### src/rtl/tqfn_pkg.sv
// Shared types and constants of the face normal core.
`default_nettype none

package tqfn_pkg;

    localparam int IDX_W       = 12;
    localparam int CRD_W       = 24;
    localparam int NRM_W       = 16;
    localparam int KIND_W      = 2;
    localparam int SQ_W        = 30;
    localparam int QUEUE_DEPTH = 4;
    localparam int QPTR_W      = 2;

    localparam logic CMD_WRITE = 1'b0;
    localparam logic CMD_CELL  = 1'b1;

    typedef enum logic [KIND_W-1:0] {
        KIND_POINT = 2'd0,
        KIND_LINE  = 2'd1,
        KIND_TRI   = 2'd2,
        KIND_QUAD  = 2'd3
    } t_kind;

    typedef enum logic [1:0] {
        OP_WRITE = 2'd0,
        OP_ZERO  = 2'd1,
        OP_TRI   = 2'd2,
        OP_QUAD  = 2'd3
    } t_op;

    typedef struct packed {
        logic                    command;
        logic [IDX_W-1:0]        index_a;
        logic [IDX_W-1:0]        index_b;
        logic [IDX_W-1:0]        index_c;
        logic [IDX_W-1:0]        index_d;
        logic signed [CRD_W-1:0] coord_x;
        logic signed [CRD_W-1:0] coord_y;
        logic signed [CRD_W-1:0] coord_z;
    } t_in_item;

    typedef struct packed {
        logic signed [NRM_W-1:0] normal_x;
        logic signed [NRM_W-1:0] normal_y;
        logic signed [NRM_W-1:0] normal_z;
        logic                    degenerate;
    } t_out_item;

    typedef struct packed {
        t_op                     op;
        logic [IDX_W-1:0]        index_a;
        logic [IDX_W-1:0]        index_b;
        logic [IDX_W-1:0]        index_c;
        logic [IDX_W-1:0]        index_d;
        logic signed [CRD_W-1:0] coord_x;
        logic signed [CRD_W-1:0] coord_y;
        logic signed [CRD_W-1:0] coord_z;
    } t_q_entry;

    typedef struct packed {
        logic empty;
        logic full;
    } t_q_status;

endpackage

`default_nettype wire

### src/rtl/tqfn_front.sv
// Front end: cell kind register, item classification and queue push.
`default_nettype none

module tqfn_front import tqfn_pkg::*; (
    input  logic              i_clk,
    input  logic              i_rst_n,
    input  logic              i_cfg_we,
    input  logic [KIND_W-1:0] i_cfg_wdata,
    input  logic              i_in_valid,
    input  t_in_item          i_in_item,
    input  t_q_status         i_q_status,
    output logic              o_in_stall,
    output logic              o_push,
    output t_q_entry          o_entry
);

    t_kind r_kind;
    t_op   w_op;

    always_ff @(posedge i_clk) begin
        if (!i_rst_n) begin
            r_kind <= KIND_TRI;
        end else if (i_cfg_we) begin
            r_kind <= t_kind'(i_cfg_wdata);
        end
    end

    always_comb begin
        if (i_in_item.command == CMD_WRITE) begin
            w_op = OP_WRITE;
        end else begin
            unique case (r_kind)
                KIND_TRI:              w_op = OP_TRI;
                KIND_QUAD:             w_op = OP_QUAD;
                KIND_POINT, KIND_LINE: w_op = OP_ZERO;
            endcase
        end
    end

    assign o_in_stall = i_q_status.full;
    assign o_push     = i_in_valid && !i_q_status.full;

    assign o_entry.op      = w_op;
    assign o_entry.index_a = i_in_item.index_a;
    assign o_entry.index_b = i_in_item.index_b;
    assign o_entry.index_c = i_in_item.index_c;
    assign o_entry.index_d = i_in_item.index_d;
    assign o_entry.coord_x = i_in_item.coord_x;
    assign o_entry.coord_y = i_in_item.coord_y;
    assign o_entry.coord_z = i_in_item.coord_z;

endmodule

`default_nettype wire

### config.mk
export PLATFORM = sky130hd
export DESIGN_NAME = tqfn_front
export DESIGN_NICKNAME = d
export VERILOG_FILES = /design/src/rtl/tqfn_pkg.sv /design/src/rtl/tqfn_front.sv
export SDC_FILE = /design/constraint.sdc
export NUM_CORES = 1
export LEC_CHECK = 0
export BUFFER_PORTS_ARGS = -buffer_cell sky130_fd_sc_hd__buf_2
export CORE_AREA = 2 2 97 99
export DETAILED_ROUTE_END_ITERATION = 12
export DIE_AREA = 0 0 99 101
export PLACE_DENSITY_LB_ADDON = 0.05
export SLEW_MARGIN = 0
export SYNTH_ARGS = -nofsm -noshare
export SYNTH_HDL_FRONTEND = slang
export SYNTH_SLANG_ARGS = --single-unit
### constraint.sdc
create_clock -name i_clk -period 0.82 [get_ports i_clk]
set_input_delay 0.082 -clock i_clk [delete_from_list [all_inputs] [get_ports i_clk]]
set_output_delay 0.082 -clock i_clk [all_outputs]
set_load 0.005 [all_outputs]
==> results of run 1 <==
[routing by layer]
metal / up-vias / GRT usage
met2: 94 / 0.02547
met3: 70 / 0.03883
met5: - / 0
li1: 60 / -
met1: 84 / 0.008688
met4: 0 / 0.1128
[power by group through the flow]
stage / Combinational (mW) / Clock [mW] / Sequential, mW
3_5_place_dp: 0.0535 / 0 / 0.109
3_3_place_gp: 0.0542 / 0 / 0.110
6_report: 0.0602 / 0.377 / 0.110
2_1_floorplan: 0.496 / 0 / 0.107
4_1_cts: 0.0546 / 0.391 / 0.110
5_1_grt: 0.0671 / 0.402 / 0.112
[Yosys cell counts]
cell type  count
buf_4        121
nor2b_1        2
mux2i_1        2
nand2_1        1
inv_1          1
and2_1         1
dfxtp_1        2
a21boi_0       1
[layout by cell type (no fill, tap or decap)]
cell type | Yosys | final
a21boi_1 | 0 | 1
and2_4 | 0 | 1
buf_2 | 0 | 10
buf_6 | 0 | 1
clkbuf_8 | 0 | 3
dfxtp_2 | 0 | 2
inv_2 | 0 | 1
mux2i_1 | 2 | 2
nand2_1 | 1 | 1
nor2b_1 | 2 | 2
[worst max-delay path by stage]
stage	cells past startpoint	from	endpoint	slack, ps
CTS	3	r_kind[0]$_SDFFE_PN0P_	o_entry[120]	-50
global placement	3	r_kind[0]$_SDFFE_PN0P_	o_entry[120]	120
floorplan	2	r_kind[0]$_SDFFE_PN0P_	o_entry[120]	220
detailed placement	3	r_kind[0]$_SDFFE_PN0P_	o_entry[120]	120
finish	3	r_kind[0]$_SDFFE_PN0P_	o_entry[120]	-40
global route	3	r_kind[0]$_SDFFE_PN0P_	o_entry[120]	-90
[stage by stage]
step | setup TNS (ps) | cells | total power [mW] | hold WS [ps]
after detailed placement | 0 | 132 | 0.1625 | 164.0
after floorplan | 0 | 131 | 0.6035 | 143.9
after global placement | 0 | 132 | 0.1639 | 164.0
final | -63.32 | 135 | 0.5472 | 53.50
after CTS | -93.62 | 135 | 0.5554 | 49.35
after global routing | -154.3 | 135 | 0.5804 | 65.90
[area by class of cell]
| class | count | area share |
|---|---|---|
| Tap cell | 111 | 0.4081 |
| Timing Repair Buffer | 11 | 0.1801 |
| Multi-Input combinational cell | 7 | 0.1544 |
| Sequential cell | 2 | 0.1250 |
| Clock buffer | 3 | 0.1213 |
| Inverter | 1 | 0.01103 |
[kinds of logic (layout without fill, tap and decap cells)]
kind of cell	Yosys count	after routing	synth area share
simple gates	4	4	0.02247
mux	2	2	0.01998
flops	2	2	0.03995
compound gates	1	1	0.007493
buf+inv	122	15	0.9101
[repair_timing]
action / 4_1_cts / 5_1_grt
gates cloned: 0 / 0
resized for setup: 4 / 2
setup endpoints to repair: 2 / 2
==> impl_metrics.ini, run 1 <==
[drt]
wl_met3_um = 559
drt-met1-wl_um = 214
remaining_drc_errors = 0
wl_per_cell_um = 13.87
drtAntennaViolNets = 0
drt_iter0_drc = 0
post_drt_via_cell_ratio = 2.281
dr_total_vias = 308
wirelength_um = 1873
drtPass1Iterations = 1
top_layer = met4
dr_wl_met2_um = 543

[logic_synthesis]
synth_cells = 131
synth.area.top_cells = buf_4, dfxtp_1, mux2i_1
netlist_area_um2 = 1002
yosys.area.top_type = buf_4
syn_nets = 260
ys_seq_area_frac = 0.03995
ys_types = 8
syn_area_per_cell_um2 = 7.650
ys_seq_elements = 2
yosysTopAreaCellShare = 0.9064
synth_warnings = 0

[run]
maxCapViolations = 0

[cells_and_area]
fill_cells = 1060
diodes = 0
regMostFlops = r_kind
fin_util = 0.03791
area.growth.synth_to_final_pct = -66.04
layout-drive-gt1-share = 0.7500
multi_input_area_um2 = 52.55
regArea_um2 = 42.54
nets = 155
largest_register_ffs = 2
reg_top3 = r_kind: 2 flops
final_area_um2 = 340.3

[power_and_ir_drop]
swShare = 0.1732
seqPwrFrac = 0.201
p_per_area_nw_per_um2 = 1608
p_int_mw = 0.4525
pwr-share-comb = 0.110
leakagePower_nw = 0.1123
irDropWorstVdd_uv = 457.7
p_sw_mw = 0.09476
p_clk_frac = 0.689

[sta]
final.setup_skew_ps = 0
maxSlewViolCount = 0
hold_viol = 0
max_clock_freq_mhz = 1165
min_period_ps = 858.1
slew_headroom = 0.9173
setup_slack_ps = -38.05
setup_violations = 2
worst_pin_slew_ps = 120.6
period_share = 1.046
rsz0062_at_grt = yes

[worst_setup_path]
worstPathArrival_ps = 780
path_cells = inv_2 > a21boi_1 > buf_2
rr_worst_depth = 2
worstPathMaxFanout = 2
crit_type = register to output port
timing.rr.end = r_kind[1]$_SDFFE_PN1P_
critical-path-slowest-cell = dfxtp_2
path_buf_inv = 2
reg2reg_slack_ps = 200
cp.required_ps = 740
critPathTopFamily = flip-flops
worstSetupStartpointType = register
max_stage_delay_ps = 320
r2r_start = r_kind[1]$_SDFFE_PN1P_
crit_path_end_kind = output port

[clock_network]
cts_hold_buffers = 0
cts_made_buffers = 3
post-cts-setup-buffers = 0
cts_tree = yes
clk_latency_ps = 210
cts_buffer_depth = 2
clk_pin_slew_ps = 30
cts_sinks = 2
cts_max_level = 1
root_buffer = clkbuf_8

[global_route]
grt_usage = 0.03364
antenna_found_initial = 0
grt_max_degree = 4
grt_pass1_vias = 389
grt_pass1_wl_um = 2373
grt-ovfl-total = 0

[die]
core_um2 = 8977
die_y_um = 101
dieArea_um2 = 9999
die-width_um = 99
initial_core_util = 0.1116
num_rows = 35
ios = 253

[hold_path]
min_path_cells = 2
hp-start = i_rst_n
holdPathEnd = r_kind[1]$_SDFFE_PN1P_
min_path_type = input pin to register

[place]
place_ws_ps = 117.9
place.gp.congestion = 0.5996
dpl_cell_area_um2 = 287.8
place_hpwl_um = 1505
port_buffers = 11

[run_status]
status = complete, but fails checks
violations = negative setup slack
Power figures use the tool's default switching activity.
==> run 2, diff against run 1 <==
--- a/config.mk
+++ b/config.mk
@@ -5,7 +5,7 @@
 export SDC_FILE = /design/constraint.sdc
 export NUM_CORES = 1
 export LEC_CHECK = 0
-export BUFFER_PORTS_ARGS = -buffer_cell sky130_fd_sc_hd__buf_2
+export BUFFER_PORTS_ARGS = -buffer_cell sky130_fd_sc_hd__buf_4
 export CORE_AREA = 2 2 97 99
 export DETAILED_ROUTE_END_ITERATION = 12
 export DIE_AREA = 0 0 99 101
==> run 2 against run 1 <==
The run still ends with negative setup slack left. Maximum frequency down 0.75%. Sequential power hardly changed. Clock-buffer cell count unchanged. Clock power hardly changed. First-iteration DRC count did not move. Critical path depth stayed put. Wire length decreased by 2.1%. Clock skew unchanged. Combinational power grew 14%. Sequential cell count is the same.
==> impl_metrics.ini, run 2 (synthesized netlist as in run 1, its figures left out) <==
[run_status]
status = complete, but fails checks
violations = negative setup slack

[cells_and_area]
layout-drive-gt1-share = 0.7500
final_common_cell = buf_4
largest_register_ffs = 2
regMostFlops = r_kind
finalNonFillerCells = 135
reg_top3 = r_kind: 2 flops
fill_cells = 1046
final_cell_mix = buf_4, clkbuf_8, nor2b_1, mux2i_1, dfxtp_2
diodes = 0
nets = 155
area.growth.synth_to_final_pct = -63.80

[global_route]
grt_usage = 0.03278
grt_pass1_vias = 394
grt_pass1_wl_um = 2339
grt_max_degree = 4
grt-ovfl-total = 0
antenna_found_initial = 0

[drt]
post_drt_via_cell_ratio = 2.259
drtAntennaViolNets = 0
top_layer = met4
drt_iter0_drc = 0
dr_total_vias = 305
wirelength_um = 1833
wl_met3_um = 572
remaining_drc_errors = 0
drtPass1Iterations = 1
dr_wl_met2_um = 529
wl_per_cell_um = 13.58
drt-met1-wl_um = 174

[worst_setup_path]
critPathLaunch = r_kind[0]$_SDFFE_PN0P_
cp-endpoint = o_entry[120]
path_buf_inv = 2
worstPathMaxFanout = 2
cp.required_ps = 740
critPathTopFamily = flip-flops
worstSetupStartpointType = register
rr_worst_depth = 2
reg2reg_slack_ps = 180
max_stage_delay_ps = 320
r2r_start = r_kind[1]$_SDFFE_PN1P_
critical-path-slowest-cell = dfxtp_2
crit_path_end_kind = output port
path_cells = inv_2 > a21boi_2 > buf_4
crit_type = register to output port
worstPathArrival_ps = 780
cp.depth = 3
timing.rr.end = r_kind[1]$_SDFFE_PN1P_

[sta]
hold_viol = 0
setup_slack_ps = -44.50
worst_pin_slew_ps = 137.4
maxSlewViolCount = 0
setup_violations = 2
period_share = 1.054
slew_headroom = 0.9058
rsz0062_at_grt = yes
max_clock_freq_mhz = 1157
min_period_ps = 864.5
final.setup_skew_ps = 0

[die]
die_y_um = 101
core_um2 = 8977
num_rows = 35
dieArea_um2 = 9999
die-width_um = 99
initial_core_util = 0.1116
ios = 253

[clock_network]
cts_buffer_depth = 2
cts_made_buffers = 3
clk_latency_ps = 210
cts_max_level = 1
clk_pin_slew_ps = 30
post-cts-setup-buffers = 0
cts_tree = yes
cts_hold_buffers = 0
root_buffer = clkbuf_8
cts_sinks = 2

[power_and_ir_drop]
total_power_mw = 0.5539
irDropWorstVdd_uv = 474.1
leakagePower_nw = 0.1166
p_per_area_nw_per_um2 = 1526

[place]
port_buffers = 11
placed_cells = 132
place.gp.congestion = 0.5737

[run]
maxCapViolations = 0

[hold_path]
min_path_type = input pin to register
==> run 2: cell types whose count changed in the layout (fill, tap and decap cells not counted) <==
cell and change:
and2_4 -1, buf_4 +11, a21boi_1 -1, a21boi_2 +1
and2_1 +1, buf_2 -10, buf_6 -1
==> run 2: timing repair <==
action,in CTS,in global routing
endpoints found under the setup margin,2,2
pin swaps,1,1
resized for setup,4,1
==> run 2: power breakdown <==
| group | leakage [nW] | switching (mW) | internal, mW |
|---|---|---|---|
| Combinational | 0.0785 | 0.0214 | 0.0473 |
| Sequential | 0.0166 | 0.00477 | 0.105 |
| Clock | 0.0216 | 0.0657 | 0.309 |
==> run 2: final cells by class <==
type,count,area (um^2),area share
well taps,111,138.9,0.3828
repair buffers,11,82.58,0.2276
multi-input cells,7,53.80,0.1483
flip-flops and latches,2,42.54,0.1172
clock buffers,3,41.29,0.1138
inverters,1,3.754,0.01034
==> run 2: worst min path at each step <==
stage | cells past startpoint | endpoint | slack, ps | from
after floorplan | 1 | r_kind[1]$_SDFFE_PN1P_ | 140 | i_rst_n
after detailed placement | 0 | o_entry[102] | 160 | i_in_item[102]
after global routing | 2 | r_kind[1]$_SDFFE_PN1P_ | 50 | i_rst_n
final | 2 | r_kind[1]$_SDFFE_PN1P_ | 50 | i_rst_n
after global placement | 0 | o_entry[102] | 160 | i_in_item[102]
after CTS | 2 | r_kind[1]$_SDFFE_PN1P_ | 50 | i_rst_n
==> run 2: per-layer routing <==
metal  track usage  vias up
met3       0.04022       70
met1      0.005797       81
met5             0        -
li1              -       60
met2       0.02495       94
met4        0.1128        0
==> run 2: per-stage QoR <==
| step | cell area, um^2 | hold slack [ps] | setup slack [ps] | TNS, ps | util |
|---|---|---|---|---|---|
| floorplan | 1002 | 143.9 | 222.8 | 0 | - |
| detailed placement | 315.3 | 164.0 | 66.93 | 0 | 0.03512 |
| finish | 362.8 | 46.60 | -44.50 | -87.68 | 0.04042 |
| CTS | 359.1 | 45.90 | -100.1 | -147.7 | 0.04000 |
| global placement | 315.3 | 164.0 | 68.75 | 0 | 0.03512 |
| global route | 362.8 | 47.84 | -78.99 | -156.4 | 0.04042 |
==> run 2: worst register-to-register path, cell delays in order, from the launching register on <==
cell and delay (ps):
dfxtp_2 320, mux2i_1 140, nand2_1 70
