$ cat src/rtl/tqfn_pkg.sv
// Shared types and constants of the face normal core.
`default_nettype none

package tqfn_pkg;

    localparam int IDX_W       = 12;
    localparam int CRD_W       = 24;
    localparam int NRM_W       = 16;
    localparam int KIND_W      = 2;
    localparam int SQ_W        = 30;
    localparam int QUEUE_DEPTH = 4;
    localparam int QPTR_W      = 2;

    localparam logic CMD_WRITE = 1'b0;
    localparam logic CMD_CELL  = 1'b1;

    typedef enum logic [KIND_W-1:0] {
        KIND_POINT = 2'd0,
        KIND_LINE  = 2'd1,
        KIND_TRI   = 2'd2,
        KIND_QUAD  = 2'd3
    } t_kind;

    typedef enum logic [1:0] {
        OP_WRITE = 2'd0,
        OP_ZERO  = 2'd1,
        OP_TRI   = 2'd2,
        OP_QUAD  = 2'd3
    } t_op;

    typedef struct packed {
        logic                    command;
        logic [IDX_W-1:0]        index_a;
        logic [IDX_W-1:0]        index_b;
        logic [IDX_W-1:0]        index_c;
        logic [IDX_W-1:0]        index_d;
        logic signed [CRD_W-1:0] coord_x;
        logic signed [CRD_W-1:0] coord_y;
        logic signed [CRD_W-1:0] coord_z;
    } t_in_item;

    typedef struct packed {
        logic signed [NRM_W-1:0] normal_x;
        logic signed [NRM_W-1:0] normal_y;
        logic signed [NRM_W-1:0] normal_z;
        logic                    degenerate;
    } t_out_item;

    typedef struct packed {
        t_op                     op;
        logic [IDX_W-1:0]        index_a;
        logic [IDX_W-1:0]        index_b;
        logic [IDX_W-1:0]        index_c;
        logic [IDX_W-1:0]        index_d;
        logic signed [CRD_W-1:0] coord_x;
        logic signed [CRD_W-1:0] coord_y;
        logic signed [CRD_W-1:0] coord_z;
    } t_q_entry;

    typedef struct packed {
        logic empty;
        logic full;
    } t_q_status;

endpackage

`default_nettype wire

$ cat src/rtl/tqfn_queue.sv
// Short register queue between the front end and the back end.
`default_nettype none

module tqfn_queue import tqfn_pkg::*; (
    input  logic      i_clk,
    input  logic      i_rst_n,
    input  logic      i_push,
    input  t_q_entry  i_entry,
    input  logic      i_pop,
    output t_q_entry  o_head,
    output t_q_status o_status
);

    t_q_entry          r_mem [QUEUE_DEPTH];
    logic [QPTR_W-1:0] r_wr;
    logic [QPTR_W-1:0] r_rd;
    logic [QPTR_W:0]   r_count;

    always_ff @(posedge i_clk) begin
        if (!i_rst_n) begin
            r_wr    <= '0;
            r_rd    <= '0;
            r_count <= '0;
        end else begin
            if (i_push) begin
                r_wr <= r_wr + 1'b1;
            end
            if (i_pop) begin
                r_rd <= r_rd + 1'b1;
            end
            r_count <= r_count + {{QPTR_W{1'b0}}, i_push} - {{QPTR_W{1'b0}}, i_pop};
        end
    end

    always_ff @(posedge i_clk) begin
        if (i_push) begin
            r_mem[r_wr] <= i_entry;
        end
    end

    assign o_head       = r_mem[r_rd];
    assign o_status.empty = (r_count == '0);
    assign o_status.full  = (r_count == (QPTR_W+1)'(QUEUE_DEPTH));

endmodule

`default_nettype wire

$ cat config.mk
export PLATFORM = sky130hd
export DESIGN_NAME = tqfn_queue
export DESIGN_NICKNAME = d
export VERILOG_FILES = /design/src/rtl/tqfn_pkg.sv /design/src/rtl/tqfn_queue.sv
export SDC_FILE = /design/constraint.sdc
export NUM_CORES = 1
export LEC_CHECK = 0
export BUFFER_PORTS_ARGS = -buffer_cell sky130_fd_sc_hd__buf_2
export CORE_ASPECT_RATIO = 2
export CORE_UTILIZATION = 47
export DETAILED_ROUTE_END_ITERATION = 10
export PLACE_DENSITY = 0.68
export SYNTH_ARGS = -nofsm -noshare
export SYNTH_HDL_FRONTEND = slang
export SYNTH_SLANG_ARGS = --single-unit
$ cat constraint.sdc
create_clock -name i_clk -period 8.25 [get_ports i_clk]
set_clock_uncertainty 0.1 [all_clocks]
set_input_delay 0 -clock i_clk [delete_from_list [all_inputs] [get_ports i_clk]]
set_output_delay 0 -clock i_clk [all_outputs]
set_load 0.01 [all_outputs]
==> run metrics, run 1 <==
outcome finished clean; Starting Density 47.6%; die area 39200 um2; share of cells above drive strength 1 40.6%; Arr. time, crit path 3200 ps; main area contributors after synthesis edfxtp_1 81%, mux4_2 15%, dfxtp_1 1.0%; Post-Synth Adder-Cell Area 0.527%; Post-DRT Antenna Nets 0; Post-Synth XOR/XNOR Area 0.229%; Post-layout nets 1212; mux share of post-synthesis cell area 15.3%; CP endpoint kind primary output; most numerous cell in the Yosys netlist edfxtp_1; Placer Congestion 0.732; Bufs on Longest Clock Path 3; routed len/inst 21.9 um; Fillers 2776; HP Class in2reg; Placed Cells 1372; asr flop ratio synth 0%; Fmax achieved 0.303 GHz; PortBufs 249; clock latency at the later pin of the worst-skew pair 530 ps; Max IR drop VDD 0.245 mV; # Max-Cap Violations 0; Cell Area, Synth 18000 um2; Leakage Power 7.63 nW; vias in the first global route 9040; post-CTS sizing 0; number of enable flip-flop cells after synthesis 488; Unique masters post-synth 20; setup_tns 0 ps; Post-Synthesis Cells 681; Period Utilization, post-route 40.0%; initial antenna violation count 3; Horiz. Die Dim 141 um; critical-path maximum fanout 50; htree depth 2; Post-Layout Cell Count 1578; Root Buffer clkbuf_16; Clock Pin Slew Worst Setup and Hold Paths 60 ps; sequential fraction of the synthesis area 82.2%; YS warnings 0; largest net degree at the start of global routing 72; RSZ-0062 raised after global routing false; Max-Slew Margin vs Limit 24.2%; Detail Placement HPWL 19700 um; area of the core 37900 um2; area delta synth->final 24.7%; DRC violations left 0; Sink Count 497; element type at the critical path start flop; post-synthesis simple-gate area fraction 0.416%; grt ovf 0; Most used DFF post-synth edfxtp_1; Die H 279 um; main combinational cell family by area after synthesis multiplexers; Routed WL 34600 um; first-pass GRT wire length 51900 um; post-CTS setup buffers 0; I/O pin count 250; hold_buf cts 125; TritonCTS clock tree built; Initial DRT Pass Iterations 4; Num CTS Buffers 43; count of final setup violators 0; top cells by count, synth 488 x edfxtp_1, 122 x mux4_2, 13 x buf_2; WHS 109 ps; Row Count 101; via count 8445; Cell Pwr Density 249 nW/um2; critical path class reg2out; minimum clock period 3300 ps; DR iter-0 viols 373; CP Data Required Time 8150 ps; Final Hold Fails 0; top cell type's share of synthesized area 81.2%; Final Max Tran Viols 0; compound-cell area share of the yosys netlist 0.0832%; Vias/cell 5.35; worst slew pin tran 1140 ps; Yosys top cell by area edfxtp_1; GRT Total Usage 17.9%; synthesis-stage register bit count 497; synthesized net count 814; Mean Syn Cell Area 26.5 um2
[worst paths after layout]
| check | startpoint | end | slack, ps | depth (start not counted) |
|---|---|---|---|---|
| setup reg to reg | r_wr[0]$_SDFFE_PN0P_ | r_mem[3][32]$_DFFE_PP_ | 5450 | 3 |
| hold reg to reg | r_rd[1]$_SDFFE_PN0P_ | flop | 440 | 2 |
| hold / removal | i_entry[28] | r_mem[1][28]$_DFFE_PP_ | 110 | 2 |
| setup / recovery | flop | o_head[14] | 4950 | 3 |
[final cells by class]
| type | count | area, um2 | area share, % |
|---|---|---|---|
| sequential | 497 | 14800 | 66.0 |
| multi-input combinational | 149 | 2990 | 13.3 |
| timing repair buffer | 381 | 2550 | 11.3 |
| clock buffer | 48 | 1140 | 5.05 |
| tap | 463 | 579 | 2.57 |
| clock inverter | 30 | 367 | 1.63 |
| inverter | 7 | 26.3 | 0.117 |
| antenna | 3 | 7.51 | 0.0334 |
[stage by stage]
stage	worst slack, ps	util, %	total power, W	instance area [um2]
6_report	4950	59.4	0.00561	22500
5_1_grt	4650	59.4	0.00579	22500
4_1_cts	4750	59.3	0.00568	22500
3_5_place_dp	5320	52.1	0.00351	19700
3_3_place_gp	5310	52.1	0.00350	19700
2_1_floorplan	4310	-	0.00330	18000
[placed cells by master (no fill, tap or decap), types with 2 or more instances in the layout]
cell	netlist	layout
edfxtp_1	488	488
buf_2	13	249
dlygate4sd3_1	0	125
mux4_2	122	122
clkbuf_16	0	45
clkinv_1	0	9
bufinv_16	0	8
inv_1	7	7
buf_4	0	7
dfxtp_1	9	7
ha_1	6	6
clkinv_2	0	6
nor2_1	5	5
clkinvlp_4	0	5
and2_4	0	4
diode_2	0	3
clkbuf_1	5	3
and2_1	6	2
xnor2_1	2	2
dfxtp_4	0	2
[where the power goes]
group | internal [W] | switching [W] | total (W)
combinational | 0.000270 | 0.000273 | 0.000542
clock | 0.00125 | 0.000869 | 0.00212
sequential | 0.00290 | 0.0000493 | 0.00295
[per-layer routing]
metal | vias to the layer above | GRT usage (%) | wire (um)
met3 | 62 | 3.22 | 1700
li1 | 3721 | - | -
met1 | 4407 | 21.4 | 13200
met5 | - | 0 | 0
met4 | 0 | 8.33 | 1290
met2 | 255 | 31.6 | 18400
[state kept, by name, indices dropped and copies added, names as in the netlist, named ones only]
| signal | flops |
|---|---|
| r_wr | 2 |
| r_rd | 2 |
| r_mem | 488 |
| r_count | 3 |
[kinds of logic (layout without fill, tap and decap cells)]
kind of cell | after synthesis | count (layout)
flip-flops | 497 | 497
AND/OR/NAND/NOR | 14 | 14
buffers and inverters | 35 | 466
adder cells (fa/ha/maj) | 7 | 7
XOR/XNOR | 3 | 3
AO/OA/AOI/OAI | 2 | 2
multiplexers | 123 | 123
other | 0 | 3
[worst max-delay path, cell delays in order (launching register included)]
cell	delay (ps)
dfxtp_4	1020
buf_4	790
mux4_2	650
buf_2	170
Note: power is estimated with default switching activity, not from simulation.
==> run 2: changes to the inputs <==
Settings changed: PLACE_DENSITY 0.68 to 0.71.
Clock period 8.25 ns to 2.8 ns, I/O delays scaled along.
==> run 2 against run 1 <==
Register-to-register slack worse by 4500 ps. Utilization is 0.68 points higher. Routed wire length is 3.3% higher. Global-route usage is 0.49 points higher. Sequential share of layout area is 0.75 points lower. Critical path depth stayed put. Cell area is 1.1% higher. Die area stayed put. Sequential cell count stayed put. Clock power grew to 2.9 times the previous value.
==> run metrics, run 2 (same netlist as run 1, synthesis figures left out) <==
Multi-input gate area 2990 um2 (unchanged); CP Data Required Time 2700 ps (-5450 ps); DRC violations left 0 (unchanged); Period Utilization, post-route 85.9%; critical path class reg2out; htree depth 2 (unchanged); largest net degree at the start of global routing 74 (+2.8%); Reg with most FFs r_mem; RSZ-0062 raised after global routing false; Fillers 2651 (-4.5%); post-CTS setup buffers 0 (unchanged); Largest register FFs 488 (unchanged); Max-Slew Margin vs Limit 60.1% (+36 points); element type at the critical path start flop; Max IR drop VDD 0.686 mV (+180%); biggest regs r_mem (488), r_count (3); first-pass GRT wire length 53400 um (+2.9%); Cell Pwr Density 723 nW/um2 (+190%); Num CTS Buffers 43 (unchanged); Horiz. Die Dim 141 um (unchanged); most frequent cells in the layout 488 x edfxtp_1, 249 x buf_2, 126 x dlygate4sd3_1, 122 x mux4_2, 45 x clkbuf_16; via count 8490 (+0.53%); critical-path maximum fanout 25 (-50%); Leakage Power 7.74 nW (+1.5%); area delta synth->final 26.1%; count of final setup violators 0 (unchanged); Post-DRT Antenna Nets 0 (unchanged); # Max-Cap Violations 0 (unchanged); hold_buf cts 126 (+0.80%); Final Max Tran Viols 0 (unchanged); Row Count 101 (unchanged); share of cells above drive strength 1 40.8% (+0.24 points); grt ovf 0 (unchanged); Bufs on Longest Clock Path 3 (unchanged); PortBufs 249 (unchanged); Arr. time, crit path 2300 ps (-900 ps); Fmax achieved 0.416 GHz; commonest non-fill, non-tap cell in the layout edfxtp_1; WHS 108 ps (-1.45 ps); Vias/cell 5.33 (-0.41%); minimum clock period 2400 ps; setup_tns 0 ps (unchanged); Detail Placement HPWL 21200 um (+7.5%); Util after Layout 60.0% (+0.68 points); area of the core 37900 um2 (unchanged); TritonCTS clock tree built; DR iter-0 viols 413 (+11%); Routed WL 35800 um (+3.3%); HP Class in2reg; Final Hold Fails 0 (unchanged); Clock Pin Slew Worst Setup and Hold Paths 60 ps (about the same); outcome finished clean; Starting Density 47.6% (unchanged); CP endpoint kind primary output; register area 14800 um2 (unchanged); initial antenna violation count 5 (+2); Root Buffer clkbuf_16; Sink Count 497 (unchanged); die area 39200 um2 (unchanged); clock latency at the later pin of the worst-skew pair 540 ps (about the same); post-CTS sizing 0 (unchanged); Initial DRT Pass Iterations 4 (unchanged); Die H 279 um (unchanged); worst slew pin tran 598 ps (-539 ps); vias in the first global route 9408 (+4.1%); Placer Congestion 0.736 (+0.52%); routed len/inst 22.5 um (+2.4%); I/O pin count 250 (unchanged); GRT Total Usage 18.4% (+0.49 points); Post-layout nets 1225 (+1.1%)
==> run 2: cell count changes in the layout (fill, tap and decap cells not counted) <==
cell           change
buf_12            +17
inv_6              +1
clkinvlp_4         -5
buf_4              -5
clkinv_8           -1
inv_8              +1
clkbuf_1           +5
clkbuf_8           +1
diode_2            +2
bufinv_16          -2
dlygate4sd3_1      +1
clkinv_2           +1
clkinv_1           -1
==> run 2: final timing paths <==
check | start | to | slack [ps] | depth (start not counted)
setup / recovery | flop | o_head[23] | 400 | 3
hold / removal | i_entry[5] | r_mem[3][5]$_DFFE_PP_ | 110 | 2
setup reg to reg | r_count[0]$_SDFF_PN0_ | r_count[0]$_SDFF_PN0_ | 930 | 6
hold reg to reg | r_rd[1]$_SDFFE_PN0P_ | flop | 430 | 2
==> run 2: worst max-delay path, cell delays in order (launching register included) <==
cell and delay (ps):
dfxtp_4 730, buf_12 300, mux4_2 540, buf_2 160
==> run 2: area by class of cell <==
cell class              instances  share of cell area (%)
repair buffers                394                    12.6
inverters                       7                   0.115
clock inverters                24                    1.20
clock buffers                  54                    5.14
multi-input cells             149                    13.2
well taps                     463                    2.55
diodes                          5                  0.0550
flip-flops and latches        497                    65.2
==> run 2: per-layer routing <==
layer	up-vias	GRT usage (%)	share of wire [%]
met2	247	33.8	54
met4	0	8.58	3.9
met3	74	3.07	4.5
li1	3755	-	-
met1	4414	20.8	37
met5	-	0	0
==> run 2: metrics by stage <==
stage | setup slack [ps] | instances | total power [W] | area, um2
after floorplan | 215 | 681 | 0.00971 | 18000
after global placement | 891 | 1384 | 0.0104 | 20000
after detailed placement | 880 | 1384 | 0.0104 | 20000
after CTS | 293 | 1588 | 0.0167 | 22700
after global routing | 239 | 1593 | 0.0170 | 22800
final | 396 | 1593 | 0.0165 | 22800
==> run 2: power breakdown <==
part,total [W],internal [W],switching (W)
Combinational,0.00171,0.000862,0.000852
Clock,0.00608,0.00353,0.00255
Sequential,0.00867,0.00855,0.000122
Total,0.0165,0.0129,0.00353
==> run 3: changes to the inputs <==
Settings changed: RECOVER_POWER from default to 25, TNS_END_PERCENT from default to 50.
==> run 3 against run 2 <==
Maximum frequency up 1.3%. Total power down 3.3%. Cell count up 0.19%. First-iteration DRC count down 0.73%. Utilization down 0.55 points. Non-clock buffer count up 8. Die area unchanged. Sequential cell count unchanged. Setup slack better by 30 ps. Highest routed layer unchanged.
==> run metrics, run 3 (same netlist as run 1, synthesis figures left out) <==
outcome finished clean; routed len/inst 22.1 um (-1.4%); area delta synth->final 25.0%; die area 39200 um2 (unchanged); Reg with most FFs r_mem; Comb power frac 10.8% (+0.4 points); Leakage Power 7.50 nW (-3.2%); Starting Density 47.6% (unchanged); share of cells above drive strength 1 34.3% (-6.5 points); area of the core 37900 um2 (unchanged); element type at the critical path start flop; Detail Placement HPWL 21500 um (+1.4%); Row Count 101 (unchanged); TritonCTS clock tree built; r2r startpoint r_wr[0]$_SDFFE_PN0P_; Max-Slew Margin vs Limit 54.3% (-5.8 points); Sink Count 497 (unchanged); clock share of power 34.8% (-2.1 points); vias in the first global route 9383 (-0.27%); commonest non-fill, non-tap cell in the layout edfxtp_1; setup_tns 0 ps (unchanged); CP endpoint kind primary output; critical-path maximum fanout 32 (+28%); Clock Pin Slew Worst Setup and Hold Paths 60 ps (about the same); Period Utilization, post-route 84.8% (-1.1 points); Placed Cells 1392 (+0.58%); Largest register FFs 488 (unchanged); Reg2Reg Depth 4 (-2); via count 8534 (+0.52%); Reg-to-Reg End r_mem[0][59]$_DFFE_PP_; Num CTS Buffers 41 (-4.7%); I/O pin count 250 (unchanged); Post-Layout Cell Count 1596 (+0.19%); Post-DRT Antenna Nets 0 (unchanged); grt ovf 0 (unchanged); initial antenna violation count 5 (unchanged); Horiz. Die Dim 141 um (unchanged); minimum clock period 2370 ps (-29.8 ps); CP Data Required Time 2700 ps (about the same); Final Max Tran Viols 0 (unchanged); Reg power frac 54.4% (+1.8 points); Final Hold Fails 0 (unchanged); Max IR drop VDD 0.623 mV (-9.2%); clock latency at the later pin of the worst-skew pair 530 ps (about the same); Cell Pwr Density 706 nW/um2 (-2.4%); Vias/cell 5.35 (+0.33%); first-pass GRT wire length 53100 um (-0.52%); # Max-Cap Violations 0 (unchanged); setup slack after layout 426 ps (+29.8 ps); Bufs on Longest Clock Path 3 (unchanged); most frequent cells in the layout 488 x edfxtp_1, 176 x buf_2, 126 x dlygate4sd3_1, 122 x mux4_2, 82 x clkbuf_1; Arr. time, crit path 2270 ps (-30 ps); DRC violations left 0 (unchanged); Root Buffer clkbuf_16; P_sw 0.00343 W (-2.9%); placed cell area 20100 um2 (+0.17%); worst slack, placed 907 ps (+27.1 ps); Fmax achieved 0.421 GHz (+1.3%); htree depth 2 (unchanged); count of final setup violators 0 (unchanged); Die H 279 um (unchanged); PortBufs 249 (unchanged); HP Class in2reg; worst slew pin tran 685 ps (+87.0 ps); Post-layout nets 1231 (+0.49%); Routed WL 35300 um (-1.3%); biggest regs r_mem (488), r_count (3); RSZ-0062 raised after global routing false; post-CTS sizing 0 (unchanged); sw frac 21.5% (+0.10 points); Initial DRT Pass Iterations 4 (unchanged); Min-Delay Endpoint r_mem[2][62]$_DFFE_PP_; internal power 0.0125 W (-3.4%); post-CTS setup buffers 0 (unchanged); Reg2Reg Setup Slack 970 ps (+40 ps); DR iter-0 viols 410 (-0.73%); critical path class reg2out; Placer Congestion 0.726 (-1.4%); worst hold stages 2 (unchanged); GRT Total Usage 18.4% (about the same); final instance area 22600 um2 (-0.92%); worst hold start i_entry[62]; largest net degree at the start of global routing 95 (+28%)
==> run 3: layout make-up <==
type / instances / area [um2]
timing repair buffer: 402 / 2810
clock inverter: 21 / 181
fill: 2739 / 15400
tap: 463 / 579
antenna: 5 / 12.5
clock buffer: 52 / 1110
multi-input combinational: 149 / 2990
sequential: 497 / 14800
inverter: 7 / 26.3
==> run 3: power by group through the flow <==
stage	logic [W]	clock network [W]	registers [W]
2_1_floorplan	0.000932	0	0.00879
3_3_place_gp	0.00159	0	0.00880
3_5_place_dp	0.00161	0	0.00883
4_1_cts	0.00177	0.00567	0.00867
5_1_grt	0.00184	0.00592	0.00869
6_report	0.00172	0.00554	0.00866
==> run 3: per-layer routing <==
layer  up-vias  track usage [%]  wire (um)
met2       250             35.2      19700
met3        83             2.68       1430
li1       3767                -          -
met4         0             8.67       1390
met5         -                0          0
met1      4434             19.7      12800
==> run 3: worst max path at each step <==
| stage | cells past startpoint | start | endpoint |
|---|---|---|---|
| 2_1_floorplan | 2 | r_wr[0]$_SDFFE_PN0P_ | r_mem[1][0]$_DFFE_PP_ |
| 3_3_place_gp | 3 | flop | o_head[18] |
| 3_5_place_dp | 3 | flop | o_head[83] |
| 4_1_cts | 3 | flop | o_head[83] |
| 5_1_grt | 3 | flop | o_head[83] |
| 6_report | 3 | flop | o_head[82] |
==> run 3: metrics by stage <==
step | utilization, % | total power, W | hold WS [ps]
2_1_floorplan | - | 0.00972 | -1.13
3_3_place_gp | 53.0 | 0.0104 | 109
3_5_place_dp | 53.0 | 0.0104 | 116
4_1_cts | 59.7 | 0.0161 | 80.6
5_1_grt | 59.5 | 0.0164 | 145
6_report | 59.5 | 0.0159 | 141
==> run 3: critical path, stage by stage, from the launching register on <==
cell	delay [ps]
dfxtp_4	630
buf_12	330
mux4_2	580
buf_2	160
==> run 3: timing repair <==
item,in CTS,in global routing
setup endpoints to repair,0,0
hold buffers,126,0
endpoints found under the hold margin,497,0
